**src/rtl/rbe_pkg.sv**
```systemverilog
// Shared constants, command codes and controller/datapath types for the
// run-length byte encoder. No dependencies; used by every file but rbe_ram.
`default_nettype none

package rbe_pkg;

    // Field widths of the request channels.
    localparam int DATA_W  = 8;
    localparam int CODE_W  = 64;
    localparam int COUNT_W = 4;
    localparam int SLOT_W  = 3;   // byte lane index within one result word

    // Default chunk limits and result packing.
    localparam int C_MAX_RUN_CHUNK      = 128;
    localparam int C_MAX_LITERAL_CHUNK  = 128;
    localparam int C_BYTES_PER_RESULT   = 8;

    // A literal header carries the literal length plus this bias.
    localparam int LIT_HDR_BIAS = 127;

    // State update commands from the controller to the datapath.
    localparam int OP_W = 4;
    localparam logic [OP_W-1:0] OP_NONE      = 4'd0;
    localparam logic [OP_W-1:0] OP_START     = 4'd1;
    localparam logic [OP_W-1:0] OP_OPEN_RUN  = 4'd2;
    localparam logic [OP_W-1:0] OP_SPLIT_RUN = 4'd3;
    localparam logic [OP_W-1:0] OP_GROW      = 4'd4;
    localparam logic [OP_W-1:0] OP_END_RUN   = 4'd5;
    localparam logic [OP_W-1:0] OP_ADD_LIT   = 4'd6;
    localparam logic [OP_W-1:0] OP_FIN_RUN   = 4'd7;
    localparam logic [OP_W-1:0] OP_FIN_LIT   = 4'd8;
    localparam logic [OP_W-1:0] OP_CLEAR     = 4'd9;

    // Source of the code byte offered to the packer.
    localparam logic [1:0] SEL_HDR      = 2'd0;
    localparam logic [1:0] SEL_RAM      = 2'd1;
    localparam logic [1:0] SEL_RUN_CNT  = 2'd2;
    localparam logic [1:0] SEL_RUN_BYTE = 2'd3;

    typedef struct packed {
        logic            take;        // input request accepted this cycle
        logic [OP_W-1:0] op;
        logic            byte_valid;  // a code byte is offered to the packer
        logic [1:0]      byte_sel;
        logic            byte_last;   // final code byte of the current request
    } t_cmd;

    typedef struct packed {
        logic have_prev;
        logic same_byte;
        logic run_open;
        logic run_full;
        logic fin_in;
        logic fin;
        logic lit_empty;
        logic lit_fill;
        logic lit_at_end;
        logic stall;
    } t_status;

endpackage

`default_nettype wire

```
**src/rtl/rbe_in_if.sv**
```systemverilog
// Input request channel of the run-length byte encoder: one raw byte per request.
// Depends on rbe_pkg for the field width.
`default_nettype none

interface rbe_in_if;
    logic                       valid;
    logic                       ready;
    logic [rbe_pkg::DATA_W-1:0] data_byte;
    logic                       final_byte;

    modport source (output valid, output data_byte, output final_byte, input ready);
    modport sink   (input valid, input data_byte, input final_byte, output ready);
endinterface

`default_nettype wire

```
**src/rtl/rbe_out_if.sv**
```systemverilog
// Output request channel of the run-length byte encoder: up to eight code bytes.
// Depends on rbe_pkg for the field widths.
`default_nettype none

interface rbe_out_if;
    logic                        valid;
    logic                        ready;
    logic [rbe_pkg::CODE_W-1:0]  code_bytes;
    logic [rbe_pkg::COUNT_W-1:0] code_count;
    logic                        last_of_item;

    modport source (output valid, output code_bytes, output code_count,
                    output last_of_item, input ready);
    modport sink   (input valid, input code_bytes, input code_count,
                    input last_of_item, output ready);
endinterface

`default_nettype wire

```
**src/rtl/rbe_ram.sv**
```systemverilog
// Generic single-clock RAM with one write port and one registered read port.
// No dependencies.
`default_nettype none

module rbe_ram #(
    parameter int WIDTH = 8,
    parameter int DEPTH = 128
) (
    input  wire logic                                         i_clk,
    input  wire logic                                         i_we,
    input  wire logic [((DEPTH > 1) ? $clog2(DEPTH) : 1)-1:0] i_waddr,
    input  wire logic [WIDTH-1:0]                             i_wdata,
    input  wire logic [((DEPTH > 1) ? $clog2(DEPTH) : 1)-1:0] i_raddr,
    output logic      [WIDTH-1:0]                             o_rdata
);
    logic [WIDTH-1:0] r_mem [DEPTH];

    always_ff @(posedge i_clk) begin
        if (i_we) begin
            r_mem[i_waddr] <= i_wdata;
        end
        o_rdata <= r_mem[i_raddr];
    end
endmodule

`default_nettype wire

```
**src/rtl/rbe_ctrl.sv**
```systemverilog
// Sequencing controller of the run-length byte encoder: decides each request's
// state update and steps through run and literal packets. Depends on rbe_pkg.
`default_nettype none

module rbe_ctrl (
    input  wire logic             i_clk,
    input  wire logic             i_rst_n,
    input  wire logic             i_in_valid,
    input  wire rbe_pkg::t_status i_status,
    output logic                  o_ready,
    output rbe_pkg::t_cmd         o_cmd
);
    localparam logic [2:0] S_IDLE     = 3'd0;
    localparam logic [2:0] S_FIN      = 3'd1;
    localparam logic [2:0] S_RUN_A    = 3'd2;
    localparam logic [2:0] S_RUN_B    = 3'd3;
    localparam logic [2:0] S_LIT_HDR  = 3'd4;
    localparam logic [2:0] S_LIT_DATA = 3'd5;
    localparam logic [2:0] S_CLEAR    = 3'd6;

    logic [2:0] r_state, n_state;
    logic       r_phase, n_phase;   // set while the final-byte flush is under way
    logic       accept;
    logic       item_end;
    logic [2:0] after_pkt;

    assign o_ready  = (r_state == S_IDLE);
    assign accept   = i_in_valid && o_ready;
    // The closing byte of a packet ends the request unless the flush still follows.
    assign item_end = r_phase || !i_status.fin;
    assign after_pkt = r_phase ? S_CLEAR : (i_status.fin ? S_FIN : S_IDLE);

    always_comb begin
        n_state = r_state;
        n_phase = r_phase;
        o_cmd   = '0;
        case (r_state)
            S_IDLE: begin
                if (accept) begin
                    o_cmd.take = 1'b1;
                    n_phase    = 1'b0;
                    if (!i_status.have_prev) begin
                        o_cmd.op = rbe_pkg::OP_START;
                        n_state  = i_status.fin_in ? S_FIN : S_IDLE;
                    end else if (i_status.same_byte && !i_status.run_open) begin
                        o_cmd.op = rbe_pkg::OP_OPEN_RUN;
                        if (!i_status.lit_empty) begin
                            n_state = S_LIT_HDR;
                        end else begin
                            n_state = i_status.fin_in ? S_FIN : S_IDLE;
                        end
                    end else if (i_status.same_byte && i_status.run_full) begin
                        o_cmd.op = rbe_pkg::OP_SPLIT_RUN;
                        n_state  = S_RUN_A;
                    end else if (i_status.same_byte) begin
                        o_cmd.op = rbe_pkg::OP_GROW;
                        n_state  = i_status.fin_in ? S_FIN : S_IDLE;
                    end else if (i_status.run_open) begin
                        o_cmd.op = rbe_pkg::OP_END_RUN;
                        n_state  = S_RUN_A;
                    end else begin
                        o_cmd.op = rbe_pkg::OP_ADD_LIT;
                        if (i_status.lit_fill) begin
                            n_state = S_LIT_HDR;
                        end else begin
                            n_state = i_status.fin_in ? S_FIN : S_IDLE;
                        end
                    end
                end
            end
            S_FIN: begin
                n_phase = 1'b1;
                if (i_status.run_open) begin
                    o_cmd.op = rbe_pkg::OP_FIN_RUN;
                    n_state  = S_RUN_A;
                end else begin
                    o_cmd.op = rbe_pkg::OP_FIN_LIT;
                    n_state  = S_LIT_HDR;
                end
            end
            S_RUN_A: begin
                o_cmd.byte_valid = 1'b1;
                o_cmd.byte_sel   = rbe_pkg::SEL_RUN_CNT;
                if (!i_status.stall) begin
                    n_state = S_RUN_B;
                end
            end
            S_RUN_B: begin
                o_cmd.byte_valid = 1'b1;
                o_cmd.byte_sel   = rbe_pkg::SEL_RUN_BYTE;
                o_cmd.byte_last  = item_end;
                if (!i_status.stall) begin
                    n_state = after_pkt;
                end
            end
            S_LIT_HDR: begin
                o_cmd.byte_valid = 1'b1;
                o_cmd.byte_sel   = rbe_pkg::SEL_HDR;
                if (!i_status.stall) begin
                    n_state = S_LIT_DATA;
                end
            end
            S_LIT_DATA: begin
                o_cmd.byte_valid = 1'b1;
                o_cmd.byte_sel   = rbe_pkg::SEL_RAM;
                o_cmd.byte_last  = i_status.lit_at_end && item_end;
                if (!i_status.stall && i_status.lit_at_end) begin
                    n_state = after_pkt;
                end
            end
            S_CLEAR: begin
                o_cmd.op = rbe_pkg::OP_CLEAR;
                n_phase  = 1'b0;
                n_state  = S_IDLE;
            end
            default: begin
                n_state = S_IDLE;
                n_phase = 1'b0;
            end
        endcase
    end

    always_ff @(posedge i_clk) begin
        if (!i_rst_n) begin
            r_state <= S_IDLE;
            r_phase <= 1'b0;
        end else begin
            r_state <= n_state;
            r_phase <= n_phase;
        end
    end
endmodule

`default_nettype wire

```
**src/rtl/rbe_datapath.sv**
```systemverilog
// Datapath of the run-length byte encoder: run and literal state, literal store,
// code byte packer and output register. Depends on rbe_pkg and rbe_ram.
`default_nettype none

module rbe_datapath #(
    parameter int MAX_RUN_CHUNK     = rbe_pkg::C_MAX_RUN_CHUNK,
    parameter int MAX_LITERAL_CHUNK = rbe_pkg::C_MAX_LITERAL_CHUNK,
    parameter int BYTES_PER_RESULT  = rbe_pkg::C_BYTES_PER_RESULT
) (
    input  wire logic                        i_clk,
    input  wire logic                        i_rst_n,
    input  wire logic [rbe_pkg::DATA_W-1:0]  i_data_byte,
    input  wire logic                        i_final_byte,
    input  wire rbe_pkg::t_cmd               i_cmd,
    output rbe_pkg::t_status                 o_status,
    output logic                             o_out_valid,
    input  wire logic                        i_out_ready,
    output logic [rbe_pkg::CODE_W-1:0]       o_code_bytes,
    output logic [rbe_pkg::COUNT_W-1:0]      o_code_count,
    output logic                             o_last_of_item
);
    localparam int DW  = rbe_pkg::DATA_W;
    localparam int CW  = rbe_pkg::CODE_W;
    localparam int NW  = rbe_pkg::COUNT_W;
    localparam int SW  = rbe_pkg::SLOT_W;
    localparam int LCW = $clog2(MAX_LITERAL_CHUNK + 1);
    localparam int AW  = (MAX_LITERAL_CHUNK > 1) ? $clog2(MAX_LITERAL_CHUNK) : 1;

    localparam logic [DW-1:0]  RUN_MAX   = DW'(MAX_RUN_CHUNK);
    localparam logic [LCW-1:0] LIT_MAX   = LCW'(MAX_LITERAL_CHUNK);
    localparam logic [SW-1:0]  LAST_SLOT = SW'(BYTES_PER_RESULT - 1);
    localparam logic [DW-1:0]  HDR_BIAS  = DW'(rbe_pkg::LIT_HDR_BIAS);

    logic           r_fin,      n_fin;
    logic [DW-1:0]  r_prev,     n_prev;
    logic           r_have,     n_have;
    logic [DW-1:0]  r_run_cnt,  n_run_cnt;
    logic           r_run_open, n_run_open;
    logic [LCW-1:0] r_lit_cnt,  n_lit_cnt;
    logic [AW-1:0]  r_idx,      n_idx;
    logic [DW-1:0]  r_pkt_cnt,  n_pkt_cnt;
    logic [DW-1:0]  r_pkt_byte, n_pkt_byte;
    logic [CW-1:0]  r_acc,      n_acc;
    logic [SW-1:0]  r_acc_n,    n_acc_n;
    logic           r_out_valid, n_out_valid;
    logic [CW-1:0]  r_out_word, n_out_word;
    logic [NW-1:0]  r_out_cnt,  n_out_cnt;
    logic           r_out_last, n_out_last;

    logic [LCW-1:0] lit_inc;
    logic           lit_at_end;
    logic [DW-1:0]  ram_rdata;
    logic [AW-1:0]  ram_raddr;
    logic           ram_we;
    logic [DW-1:0]  cur_byte;
    logic           push_need;
    logic           stall;
    logic           take_byte;
    logic           take_ram;
    logic [CW-1:0]  word;

    assign lit_inc    = r_lit_cnt + LCW'(1);
    assign lit_at_end = ((LCW'(r_idx) + LCW'(1)) == r_lit_cnt);

    // A result leaves the packer when its last lane fills or the request ends.
    assign push_need = i_cmd.byte_valid && ((r_acc_n == LAST_SLOT) || i_cmd.byte_last);
    assign stall     = push_need && r_out_valid && !i_out_ready;
    assign take_byte = i_cmd.byte_valid && !stall;
    assign take_ram  = take_byte && (i_cmd.byte_sel == rbe_pkg::SEL_RAM);

    assign ram_we = (i_cmd.op == rbe_pkg::OP_ADD_LIT) || (i_cmd.op == rbe_pkg::OP_FIN_LIT);

    // The read address runs one entry ahead whenever a stored byte is taken, so the
    // registered read data always matches the entry under the index.
    always_comb begin
        if (i_cmd.byte_valid && (i_cmd.byte_sel == rbe_pkg::SEL_RAM)) begin
            ram_raddr = take_ram ? (r_idx + AW'(1)) : r_idx;
        end else begin
            ram_raddr = '0;
        end
    end

    rbe_ram #(
        .WIDTH (DW),
        .DEPTH (MAX_LITERAL_CHUNK)
    ) u_lit_store (
        .i_clk   (i_clk),
        .i_we    (ram_we),
        .i_waddr (r_lit_cnt[AW-1:0]),
        .i_wdata (r_prev),
        .i_raddr (ram_raddr),
        .o_rdata (ram_rdata)
    );

    always_comb begin
        case (i_cmd.byte_sel)
            rbe_pkg::SEL_HDR:      cur_byte = DW'(r_lit_cnt) + HDR_BIAS;
            rbe_pkg::SEL_RAM:      cur_byte = ram_rdata;
            rbe_pkg::SEL_RUN_CNT:  cur_byte = r_pkt_cnt;
            rbe_pkg::SEL_RUN_BYTE: cur_byte = r_pkt_byte;
            default:               cur_byte = r_pkt_byte;
        endcase
    end

    always_comb begin
        word = r_acc;
        word[DW*r_acc_n +: DW] = cur_byte;
    end

    // Run and literal state.
    always_comb begin
        n_fin      = r_fin;
        n_prev     = r_prev;
        n_have     = r_have;
        n_run_cnt  = r_run_cnt;
        n_run_open = r_run_open;
        n_lit_cnt  = r_lit_cnt;
        n_idx      = r_idx;
        n_pkt_cnt  = r_pkt_cnt;
        n_pkt_byte = r_pkt_byte;
        if (i_cmd.take) begin
            n_fin = i_final_byte;
        end
        case (i_cmd.op)
            rbe_pkg::OP_START: begin
                n_prev     = i_data_byte;
                n_run_cnt  = DW'(1);
                n_run_open = 1'b0;
                n_have     = 1'b1;
            end
            rbe_pkg::OP_OPEN_RUN: begin
                n_run_open = 1'b1;
                n_run_cnt  = DW'(2);
            end
            rbe_pkg::OP_SPLIT_RUN: begin
                n_pkt_cnt  = r_run_cnt - DW'(1);
                n_pkt_byte = r_prev;
                n_run_cnt  = DW'(1);
            end
            rbe_pkg::OP_GROW: begin
                n_run_cnt = r_run_cnt + DW'(1);
            end
            rbe_pkg::OP_END_RUN: begin
                n_pkt_cnt  = r_run_cnt - DW'(1);
                n_pkt_byte = r_prev;
                n_run_open = 1'b0;
                n_prev     = i_data_byte;
                n_run_cnt  = DW'(1);
            end
            rbe_pkg::OP_ADD_LIT: begin
                n_lit_cnt = lit_inc;
                n_prev    = i_data_byte;
                n_run_cnt = DW'(1);
            end
            rbe_pkg::OP_FIN_RUN: begin
                n_pkt_cnt  = r_run_cnt - DW'(1);
                n_pkt_byte = r_prev;
            end
            rbe_pkg::OP_FIN_LIT: begin
                n_lit_cnt = lit_inc;
            end
            rbe_pkg::OP_CLEAR: begin
                n_prev     = '0;
                n_have     = 1'b0;
                n_run_cnt  = '0;
                n_run_open = 1'b0;
                n_lit_cnt  = '0;
                n_fin      = 1'b0;
            end
            default: begin
            end
        endcase
        if (take_ram) begin
            if (lit_at_end) begin
                n_lit_cnt = '0;
                n_idx     = '0;
            end else begin
                n_idx = r_idx + AW'(1);
            end
        end
    end

    // Packer and output register.
    always_comb begin
        n_acc       = r_acc;
        n_acc_n     = r_acc_n;
        n_out_valid = r_out_valid;
        n_out_word  = r_out_word;
        n_out_cnt   = r_out_cnt;
        n_out_last  = r_out_last;
        if (r_out_valid && i_out_ready) begin
            n_out_valid = 1'b0;
        end
        if (take_byte) begin
            if (push_need) begin
                n_out_valid = 1'b1;
                n_out_word  = word;
                n_out_cnt   = NW'(r_acc_n) + NW'(1);
                n_out_last  = i_cmd.byte_last;
                n_acc       = '0;
                n_acc_n     = '0;
            end else begin
                n_acc   = word;
                n_acc_n = r_acc_n + SW'(1);
            end
        end
    end

    always_ff @(posedge i_clk) begin
        if (!i_rst_n) begin
            r_fin       <= 1'b0;
            r_prev      <= '0;
            r_have      <= 1'b0;
            r_run_cnt   <= '0;
            r_run_open  <= 1'b0;
            r_lit_cnt   <= '0;
            r_idx       <= '0;
            r_acc       <= '0;
            r_acc_n     <= '0;
            r_out_valid <= 1'b0;
        end else begin
            r_fin       <= n_fin;
            r_prev      <= n_prev;
            r_have      <= n_have;
            r_run_cnt   <= n_run_cnt;
            r_run_open  <= n_run_open;
            r_lit_cnt   <= n_lit_cnt;
            r_idx       <= n_idx;
            r_acc       <= n_acc;
            r_acc_n     <= n_acc_n;
            r_out_valid <= n_out_valid;
        end
    end

    always_ff @(posedge i_clk) begin
        r_pkt_cnt  <= n_pkt_cnt;
        r_pkt_byte <= n_pkt_byte;
        r_out_word <= n_out_word;
        r_out_cnt  <= n_out_cnt;
        r_out_last <= n_out_last;
    end

    assign o_status.have_prev  = r_have;
    assign o_status.same_byte  = (i_data_byte == r_prev);
    assign o_status.run_open   = r_run_open;
    assign o_status.run_full   = (r_run_cnt >= RUN_MAX);
    assign o_status.fin_in     = i_final_byte;
    assign o_status.fin        = r_fin;
    assign o_status.lit_empty  = (r_lit_cnt == '0);
    assign o_status.lit_fill   = (lit_inc >= LIT_MAX);
    assign o_status.lit_at_end = lit_at_end;
    assign o_status.stall      = stall;

    assign o_out_valid    = r_out_valid;
    assign o_code_bytes   = r_out_word;
    assign o_code_count   = r_out_cnt;
    assign o_last_of_item = r_out_last;

`ifndef ASSERT_OFF
    a_run_bound: assert property (@(posedge i_clk) disable iff (!i_rst_n)
        r_run_cnt <= RUN_MAX)
        else $error("run counter beyond the run chunk limit");

    // Opening a run flushes the pending literal, so literal bytes may only sit
    // beside an open run while that literal packet is being sent.
    a_run_no_lit: assert property (@(posedge i_clk) disable iff (!i_rst_n)
        (r_run_open && !i_cmd.byte_valid) |-> (r_lit_cnt == '0))
        else $error("literal bytes pending while a run is open");

    a_packer_empty: assert property (@(posedge i_clk) disable iff (!i_rst_n)
        (i_cmd.op == rbe_pkg::OP_START || i_cmd.op == rbe_pkg::OP_CLEAR)
            |-> (r_acc_n == '0))
        else $error("packer holds bytes between requests");

    a_out_count: assert property (@(posedge i_clk) disable iff (!i_rst_n)
        r_out_valid |-> (r_out_cnt != '0 && r_out_cnt <= NW'(BYTES_PER_RESULT)))
        else $error("result byte count out of range");
`endif
endmodule

`default_nettype wire

```
**src/rtl/rle_byte_encoder_core.sv**
```systemverilog
// Top level of the run-length byte encoder: ties the controller to the datapath.
// Depends on rbe_pkg, rbe_in_if, rbe_out_if, rbe_ctrl, rbe_datapath and rbe_ram.
//
// Usage. Raw image bytes arrive on i_in, one per request, with final_byte set on
// the last byte of an image. Encoded output leaves on o_out as results of up to
// BYTES_PER_RESULT code bytes, first byte in bits 7:0, unused upper bytes zero;
// last_of_item marks the final result caused by one input request. A request that
// causes no code bytes produces no result at all.
// Sequencing: a request that only extends a run or buffers a literal returns the
// controller straight to idle. A request that emits code bytes holds off further
// requests while its code bytes are packed, then for the flush decision and the
// clearing of state when final_byte is set. The longest request fills the literal
// store and carries the final mark: 131 code bytes, the store read one entry per
// cycle unless stalled. Output: a result appears in the output register the cycle
// after its last code byte is packed. A waiting result does not block new input
// requests; only when the packer must hand over a further result while the output
// register is still full does the sequencer pause until the receiver takes it.
// Reset clears all run and literal state; the literal store needs no clearing,
// since only entries written within the current stretch are ever read.
`default_nettype none

module rle_byte_encoder_core #(
    parameter int MAX_RUN_CHUNK     = rbe_pkg::C_MAX_RUN_CHUNK,
    parameter int MAX_LITERAL_CHUNK = rbe_pkg::C_MAX_LITERAL_CHUNK,
    parameter int BYTES_PER_RESULT  = rbe_pkg::C_BYTES_PER_RESULT
) (
    input  wire logic  i_clk,
    input  wire logic  i_rst_n,
    rbe_in_if.sink     i_in,
    rbe_out_if.source  o_out
);
    rbe_pkg::t_cmd    cmd;
    rbe_pkg::t_status status;
    logic             ready;

    assign i_in.ready = ready;

    // The controller sees only status flags and issues one command per cycle.
    rbe_ctrl u_ctrl (
        .i_clk      (i_clk),
        .i_rst_n    (i_rst_n),
        .i_in_valid (i_in.valid),
        .i_status   (status),
        .o_ready    (ready),
        .o_cmd      (cmd)
    );

    // The datapath holds every byte of state, the literal store and the packer.
    rbe_datapath #(
        .MAX_RUN_CHUNK     (MAX_RUN_CHUNK),
        .MAX_LITERAL_CHUNK (MAX_LITERAL_CHUNK),
        .BYTES_PER_RESULT  (BYTES_PER_RESULT)
    ) u_datapath (
        .i_clk          (i_clk),
        .i_rst_n        (i_rst_n),
        .i_data_byte    (i_in.data_byte),
        .i_final_byte   (i_in.final_byte),
        .i_cmd          (cmd),
        .o_status       (status),
        .o_out_valid    (o_out.valid),
        .i_out_ready    (o_out.ready),
        .o_code_bytes   (o_out.code_bytes),
        .o_code_count   (o_out.code_count),
        .o_last_of_item (o_out.last_of_item)
    );
endmodule

`default_nettype wire
```
**src/flat_wrapper.sv**
```systemverilog
// flat-port wrapper written by rule: the top's interface ports become plain ports
module rle_byte_encoder_core_flat 
#(
    parameter int MAX_RUN_CHUNK     = rbe_pkg::C_MAX_RUN_CHUNK,
    parameter int MAX_LITERAL_CHUNK = rbe_pkg::C_MAX_LITERAL_CHUNK,
    parameter int BYTES_PER_RESULT  = rbe_pkg::C_BYTES_PER_RESULT
)
  (i_clk, i_rst_n, i_in_valid, i_in_data_byte, i_in_final_byte, i_in_ready, o_out_valid, o_out_code_bytes, o_out_code_count, o_out_last_of_item, o_out_ready);
  rbe_in_if i_in_i ();
  rbe_out_if o_out_i ();
  input  wire logic i_clk;
  input  wire logic i_rst_n;
  input wire logic [$bits(i_in_i.valid)-1:0] i_in_valid;
  input wire logic [$bits(i_in_i.data_byte)-1:0] i_in_data_byte;
  input wire logic [$bits(i_in_i.final_byte)-1:0] i_in_final_byte;
  output wire logic [$bits(i_in_i.ready)-1:0] i_in_ready;
  output wire logic [$bits(o_out_i.valid)-1:0] o_out_valid;
  output wire logic [$bits(o_out_i.code_bytes)-1:0] o_out_code_bytes;
  output wire logic [$bits(o_out_i.code_count)-1:0] o_out_code_count;
  output wire logic [$bits(o_out_i.last_of_item)-1:0] o_out_last_of_item;
  input wire logic [$bits(o_out_i.ready)-1:0] o_out_ready;
  assign i_in_i.valid = i_in_valid;
  assign i_in_i.data_byte = i_in_data_byte;
  assign i_in_i.final_byte = i_in_final_byte;
  assign i_in_ready = i_in_i.ready;
  assign o_out_valid = o_out_i.valid;
  assign o_out_code_bytes = o_out_i.code_bytes;
  assign o_out_code_count = o_out_i.code_count;
  assign o_out_last_of_item = o_out_i.last_of_item;
  assign o_out_i.ready = o_out_ready;
  rle_byte_encoder_core #(.MAX_RUN_CHUNK(MAX_RUN_CHUNK), .MAX_LITERAL_CHUNK(MAX_LITERAL_CHUNK), .BYTES_PER_RESULT(BYTES_PER_RESULT)) u_core (.i_clk(i_clk), .i_rst_n(i_rst_n), .i_in(i_in_i), .o_out(o_out_i));
endmodule
```
**config.mk**
```make
export PLATFORM = sky130hd
export DESIGN_NAME = rle_byte_encoder_core_flat
export DESIGN_NICKNAME = d
export VERILOG_FILES = /design/src/rtl/rbe_pkg.sv /design/src/rtl/rbe_in_if.sv /design/src/rtl/rbe_out_if.sv /design/src/rtl/rbe_ram.sv /design/src/rtl/rbe_ctrl.sv /design/src/rtl/rbe_datapath.sv /design/src/rtl/rle_byte_encoder_core.sv /design/src/flat_wrapper.sv
export SDC_FILE = /design/constraint.sdc
export NUM_CORES = 2
export LEC_CHECK = 0
export BUFFER_PORTS_ARGS = -buffer_cell sky130_fd_sc_hd__buf_2
export CORE_MARGIN = 2
export CORE_UTILIZATION = 35
export DETAILED_ROUTE_END_ITERATION = 6
export PLACE_DENSITY = 0.58
export SLEW_MARGIN = 20
export SYNTH_ARGS = -nofsm -noshare
export SYNTH_HDL_FRONTEND = slang
export SYNTH_SLANG_ARGS = --single-unit
export TNS_END_PERCENT = 10
```
**constraint.sdc**
```tcl
create_clock -name i_clk -period 5.85 [get_ports i_clk]
set_clock_uncertainty 0.2 [all_clocks]
set_input_delay 0 -clock i_clk [delete_from_list [all_inputs] [get_ports i_clk]]
set_output_delay 0 -clock i_clk [all_outputs]
set_load 0.02 [all_outputs]
```
---- Word-level counts from Yosys, hierarchy flattened ----
Memories as Yosys holds them, arrays and structs flattened. A register that Yosys moved wholly into a read port is not among the register bits.
Index checks and enable logic that the tools add are counted.
storage, ports and cells
  word-level logic and storage cells ...... 144
  bits in writable memories ............... 1,024
  output and inout bits ................... 71
  register bits ........................... 191
  memories ................................ 1
memory list
  memory                               depth  width  rd ports  clocked after memory_dff  write ports  line           source
  u_core.u_datapath.u_lit_store.r_mem  128    8      1         1                         1            rbe_ram.sv:16  logic [WIDTH-1:0] r_mem [DEPTH];
operators by class
  shift operators ......................... 2
  equal/unequal tests ..................... 26
  multiplexer cells ....................... 49
  reduce and logical (&&, ||, !) cells .... 36
  add/subtract/negate cells ............... 9
  bitwise gates (word level) .............. 2
  $lt $le $gt $ge ......................... 2
operators with widths
  kind                     number
  $bwmux 64                1
  $mux 64                  1
  $pmux 8 s4               2
  $shift 8x34->64 const A  1
  $shiftx 8x34->64         1
  $mux 3                   18
  $neg 6->34               1
  $pmux 8 s2               2
  $mux 7                   3
  $pmux 3 s6               1
  $add 8x1->8 const B      2
  $eq 4x3->1 const B       4
  $eq 8x8->1               2
  $ge 8x8->1 const B       2
  $mux 8                   2
  $eq 3x3->1 const B       4
  $logic_and 1x1->1        12
  $pmux 3 s4               1
  $pmux 4 s3               1
  $mux 1                   9
  $reduce_or 3->1          3
  $add 7x1->8 const B      1
  $add 8x7->8 const B      1
  $eq 4x2->1 const B       2
  other kinds (29)         49

---- Longest topological paths before layout ----
  depth after elaboration ................. 13
  gate-level depth with buffers ........... 21

---- By module ----
From an unflattened synthesis, not the netlist that was laid out.
second synthesis, totals
  cells, all modules ...................... 2,554
  area total of the unflattened synthesis .. 48,654.2 um2
by module, submodules not included
  module        cells an instance  instances  area an instance (um2)
  rbe_ram       1,635              1          39,665.5
  rbe_datapath  849                1          8,496.9
  rbe_ctrl      70                 1          491.7

---- Least setup slack after synthesis ----
OpenSTA, ideal clock, no wires.
  path kind ............................... reg2reg
  start ................................... register u_core.u_datapath.r_prev[4]
  end ..................................... memory u_core.u_datapath.u_lit_store.r_mem[72][0], enable pin
  slack ................................... 157 ps
  stages on the path, launching flop included .. 11
  arrival ................................. 5,098 ps
  cell sequence ........................... dfxtp_1 xnor2_1 nand4_1 or3_1 o21a_1 o21ai_1 nand3_1 a21oi_1 clkbuf_1 nand3_1 nor4_1
between the ends
  longest elaborated chain between the ends .. 11
  elaborated cells on any way between the ends .. 14
RTL lines
  element                                      line                            source
  from (decl)                                  rbe_datapath.sv:35              logic [DW-1:0] r_prev, n_prev;
  from (signal assigned)                       rbe_datapath.sv:223             r_prev <= n_prev;
  $eq 8x8->1 *                                 rbe_datapath.sv:244             assign o_status.same_byte = (i_data_byte == r_prev);
  $mux 2 or $logic_and 1x1->1 (tied branches)  rbe_ctrl.sv:55, rbe_ctrl.sv:52
  $mux 3                                       rbe_ctrl.sv:52                  end else if (i_status.same_byte && i_status.run_full) begin
  $mux 3 *                                     rbe_ctrl.sv:45                  end else if (i_status.same_byte && !i_status.run_open) begin
  $mux 3 *                                     rbe_ctrl.sv:42                  if (!i_status.have_prev) begin
  $mux 5 *                                     rbe_ctrl.sv:39                  if (accept) begin
  $pmux 4 s3 *                                 rbe_ctrl.sv:37                  case (r_state)
  $eq 4x3->1 or $eq 4x4->1 (tied branches)     rbe_datapath.sv:71              assign ram_we = (i_cmd.op == rbe_pkg::OP_ADD_LIT) || (i_cmd.op == rbe_pkg::OP_FIN_LIT);
  $logic_or 1x1->1 *                           rbe_datapath.sv:71
  $mux 1 *                                     rbe_ram.sv:19                   if (i_we) begin
  $mux 1 (not written as such) *               rbe_ram.sv:20                   r_mem[i_waddr] <= i_wdata;
  to (decl)                                    rbe_ram.sv:16
Every way passes the cells marked *; elsewhere a longest branch is shown, timed or not.

---- Worst setup path after layout ----
  start ................................... register u_core.u_datapath.r_idx[1]
  end ..................................... register u_core.u_datapath.u_lit_store.o_rdata[4], read port of u_core.u_datapath.u_lit_store.r_mem
between the ends
  longest elaborated chain between the ends .. 13
  elaborated cells on any way between the ends .. 14
RTL lines
  element                         line                 source
  from (decl)                     rbe_datapath.sv:40   logic [AW-1:0] r_idx, n_idx;
  from (signal assigned)          rbe_datapath.sv:228  r_idx <= n_idx;
  $add 7x1->8                     rbe_datapath.sv:63   assign lit_at_end = ((LCW'(r_idx) + LCW'(1)) == r_lit_cnt);
  $eq 8x8->1                      rbe_datapath.sv:63
  $logic_and 1x1->1               rbe_ctrl.sv:106      o_cmd.byte_last = i_status.lit_at_end && item_end;
  $pmux 1 s2                      rbe_ctrl.sv:37
  $logic_or 1x1->1                rbe_datapath.sv:66   assign push_need = i_cmd.byte_valid && ((r_acc_n == LAST_SLOT) || i_cmd.byte_last);
  $logic_and 1x1->1               rbe_datapath.sv:66
  $logic_and 1x1->1 (2 in a row)  rbe_datapath.sv:67   assign stall = push_need && r_out_valid && !i_out_ready;
  $logic_not 1->1                 rbe_datapath.sv:68   assign take_byte = i_cmd.byte_valid && !stall;
  $logic_and 1x1->1               rbe_datapath.sv:68
  $logic_and 1x1->1               rbe_datapath.sv:69   assign take_ram = take_byte && (i_cmd.byte_sel == rbe_pkg::SEL_RAM);
  $mux 7 *                        rbe_datapath.sv:77   ram_raddr = take_ram ? (r_idx + AW'(1)) : r_idx;
  $mux 7 *                        rbe_datapath.sv:76   if (i_cmd.byte_valid && (i_cmd.byte_sel == rbe_pkg::SEL_RAM)) begin
  to (decl)                       rbe_ram.sv:14        output logic [WIDTH-1:0] o_rdata
Marked as above.
A chain may end at the register's enable or synchronous reset.

==> impl_metrics.json <==
{
  "status": "finished, final reports clean",
  "slew_viol_final": 0,
  "cp.required_ns": 6.29,
  "setup_viol": 0,
  "synth.cell_area_sq_um": 50100,
  "synthCells": 3996,
  "grt_antenna_before_repair": 2,
  "ir_worst_vdd_v": 0.000328,
  "ff2ff_setup_slack_ns": 0.15,
  "dp_slack_ns": -0.516,
  "rsz0062_at_grt": "false",
  "use_met2": 0.319,
  "synth_top_area_share": 0.665,
  "clk_path_buf_depth": 3,
  "fin_crit_ns": 5.70,
  "num_vias": 34100,
  "synthArstFlopShare": 0,
  "setup_ws_ns": 0.153,
  "hold_depth": 6,
  "drv_cap": 0,
  "first_iter_violations": 4048,
  "timing.final.hold_violations": 0,
  "max_freq_mhz": 176,
  "leakage_nw": 19.9,
  "nets": 4222,
  "grt_pass1_wl_um": 225000,
  "cp-end-kind": "register",
  "maxSlewHeadroom": 0.230,
  "grt_overflow": 0,
  "portBuffers": 83,
  "dpl.hpwl_um": 99300,
  "r2r_cells": 17,
  "path_clk_slew_ns": 0.06,
  "yosysWarnings": 0,
  "critPathLaunch": "u_core.u_datapath.r_idx[1]$_SDFFE_PN0N_",
  "hold_class": "in2reg",
  "grt.total_usage": 0.208,
  "cts-root-buf": "clkbuf_16",
  "cts_sinks": 1223,
  "use_met1": 0.290,
  "gp_congestion": 0.892,
  "first_global_vias": 32100,
  "synthAdderAreaFrac": 0.00250,
  "drt_wl_total_um": 154000,
  "start_util": 0.353,
  "die_w_um": 382,
  "whs_endpoint": "u_core.u_ctrl.r_state[0]$_SDFFE_PN0P_",
  "row_count": 138,
  "cp-start-kind": "register",
  "path_max_fanout": 26,
  "io_pins": 84,
  "met3_usage": 0.0421,
  "synthFlopType": "edfxtp_1",
  "power-per-cell-area_nw_per_um2": 334,
  "syn-num-nets": 4019,
  "synth-compound-area-share": 0.0919,
  "synthTopCellsByCount": "edfxtp_1 (1109), nand2_1 (880), nor2_1 (294), nand3_1 (218), a21oi_1 (212)",
  "drive_above_1_share": 0.122,
  "grt_max_degree": 131,
  "min_from": "i_in_final_byte",
  "worstPathArrival_ns": 6.13,
  "clock_latency_ns": 0.77,
  "drc": 0,
  "syn_to_final_growth_pct": 16.4,
  "dieArea_sq_um": 146000,
  "routedWlPerCell_um": 24.9,
  "netlist_top_cells_area": "edfxtp_1 (67%), nand2_1 (6.6%), dfxtp_1 (4.6%), nor2_1 (2.2%), nand3_1 (2.2%)",
  "synth.most_common_cell": "edfxtp_1",
  "synth-xor-area-share": 0.00682,
  "cts_tree": "done",
  "fin_crit_sh": 0.974,
  "die_y_um": 382,
  "syn_area_per_cell_sq_um": 12.5,
  "synthMuxAreaShare": 0.0209,
  "synth_top_family_by_area": "simple AND/OR/NAND/NOR gates",
  "postRouteAntennaNets": 0,
  "synth_edf_count": 1109,
  "core_sq_um": 142000,
  "ys_ff_latch": 1223,
  "tns_ns": 0,
  "cts_buffers": 130,
  "synth-simple-area-share": 0.144,
  "htree_num_levels": 4,
  "drtPass1Iterations": 7,
  "synth_top_area_cell": "edfxtp_1",
  "r2r_start": "u_core.u_datapath.r_idx[1]$_SDFFE_PN0N_",
  "p_total_mw": 19.5,
  "vias_per_cell": 5.51,
  "ys_types": 80,
  "timing.rr.end": "u_core.u_datapath.u_lit_store.o_rdata[4]$_DFF_P_",
  "synth_seq_area_share": 0.711,
  "path_class": "reg2reg",
  "worstMarginPinSlew_ns": 1.15,
  "grt.busiest_layer": "met2"
}
-- critical path, cell delays in order (launching register included) --
cell and delay [ns]:
dfxtp_1 0.34, ha_2 0.32, nand3_1 0.27, or3_1 0.46
nand4_1 0.10, buf_4 0.16, nor4_4 0.05, buf_4 0.19
o2111ai_4 0.57, and2_4 0.53, buf_12 0.26, buf_4 0.22
buf_4 0.25, nand3_1 0.10, nand3_1 0.27, o2111ai_1 0.26
nor4_4 0.46, or4b_1 0.49
-- power by group --
group	internal (mW)	switching, mW	leakage (nW)	total (mW)
Combinational	0.324	0.990	6.63	1.31
Clock	4.73	3.54	2.07	8.27
Sequential	9.81	0.0718	11.2	9.89
-- layer usage --
layer  share of wire  vias up  wire (um)
li1                -    15300          -
met1            0.42    17000      64900
met2            0.45     1644      69600
met3           0.093      249      14400
met4           0.035        2       5380
met5         0.00013        -         20
-- registers in the layout, indices dropped and copies added, names as in the netlist --
signal	cells
u_core.u_datapath.r_fin	1
u_core.u_datapath.o_code_count	4
u_core.u_datapath.o_code_bytes	64
u_core.u_datapath.r_prev	8
u_core.u_datapath.r_idx	7
u_core.u_datapath.r_acc	64
u_core.u_datapath.r_pkt_byte	8
u_core.u_datapath.r_lit_cnt	8
u_core.u_datapath.r_run_open	1
u_core.u_datapath.u_lit_store.r_mem	1024
u_core.u_datapath.r_acc_n	3
u_core.u_datapath.o_out_valid	1
u_core.u_ctrl.r_state	3
u_core.u_ctrl.r_phase	1
u_core.u_datapath.o_last_of_item	1
u_core.u_datapath.r_pkt_cnt	8
u_core.u_datapath.r_have	1
u_core.u_datapath.u_lit_store.o_rdata	8
u_core.u_datapath.r_run_cnt	8
-- worst max path at each step --
| stage | end | slack [ns] | cells after the start |
|---|---|---|---|
| 6_report | u_core.u_datapath.u_lit_store.o_rdata[4]$_DFF_P_ | 0.15 | 17 |
| 5_1_grt | u_core.u_datapath.u_lit_store.o_rdata[4]$_DFF_P_ | 0.01 | 17 |
| 3_5_place_dp | u_core.u_datapath.u_lit_store.o_rdata[4]$_DFF_P_ | -0.52 | 17 |
| 3_3_place_gp | u_core.u_datapath.u_lit_store.o_rdata[4]$_DFF_P_ | -0.41 | 17 |
| 2_1_floorplan | u_core.u_datapath.u_lit_store.r_mem[72][0]$_DFFE_PP_ | 0.16 | 10 |
| 4_1_cts | u_core.u_datapath.u_lit_store.o_rdata[4]$_DFF_P_ | 0.009 | 17 |
-- final cells by class --
| cell class | instances | area [sq um] |
|---|---|---|
| Fill cell | 13100 | 83500 |
| Clock inverter | 67 | 763 |
| Inverter | 22 | 82.6 |
| Multi-Input combinational cell | 2511 | 13500 |
| Clock buffer | 172 | 3510 |
| Sequential cell | 1223 | 35600 |
| Timing Repair Buffer | 311 | 2440 |
| Antenna cell | 1 | 2.50 |
| Tap cell | 1890 | 2360 |
-- metrics by stage --
step	area, sq um	std cells	hold WS (ns)	util
3_5_place_dp	53500	5914	0.0689	0.378
3_3_place_gp	53500	5914	0.0558	0.378
4_1_cts	58200	6187	0.0186	0.410
5_1_grt	58200	6196	0.0885	0.411
2_1_floorplan	50100	3996	-0.0825	-
6_report	58200	6197	0.0613	0.411
-- placed cells by master (no fill, tap or decap), drive strengths merged, types with 27 or more instances in the layout --
| cell | synthesis | routed |
|---|---|---|
| nand2 | 881 | 881 |
| clkbuf | 103 | 174 |
| nor2 | 296 | 296 |
| edfxtp | 1109 | 1109 |
| inv | 21 | 27 |
| a22oi | 79 | 79 |
| nor3 | 37 | 37 |
| nand4 | 61 | 61 |
| and3 | 78 | 78 |
| nand3 | 219 | 219 |
| buf | 137 | 275 |
| clkinv | 1 | 46 |
| a31oi | 55 | 55 |
| mux2i | 92 | 92 |
| a211oi | 63 | 63 |
| dlygate4sd3 | 0 | 34 |
| o21ai | 110 | 110 |
| dfxtp | 114 | 114 |
| a21oi | 212 | 212 |
-- cells by family (layout without fill, tap and decap cells) --
family,count (synthesis),in the layout
simple gates,1661,1661
flops,1223,1223
compound gates,699,699
buf+inv,262,572
mux,102,102
xor+xnor,39,39
fa+ha+maj,10,10
other cells,0,1
-- what timing repair did --
item,CTS,global route
endpoints found under the setup margin,3,7
pin swaps,1,2
gates resized for setup,4,4
buffers inserted,0,7
endpoints found under the hold margin,84,0
gates cloned,0,0
hold buffers,34,0
No activity file was read; power rests on OpenSTA's default activity.
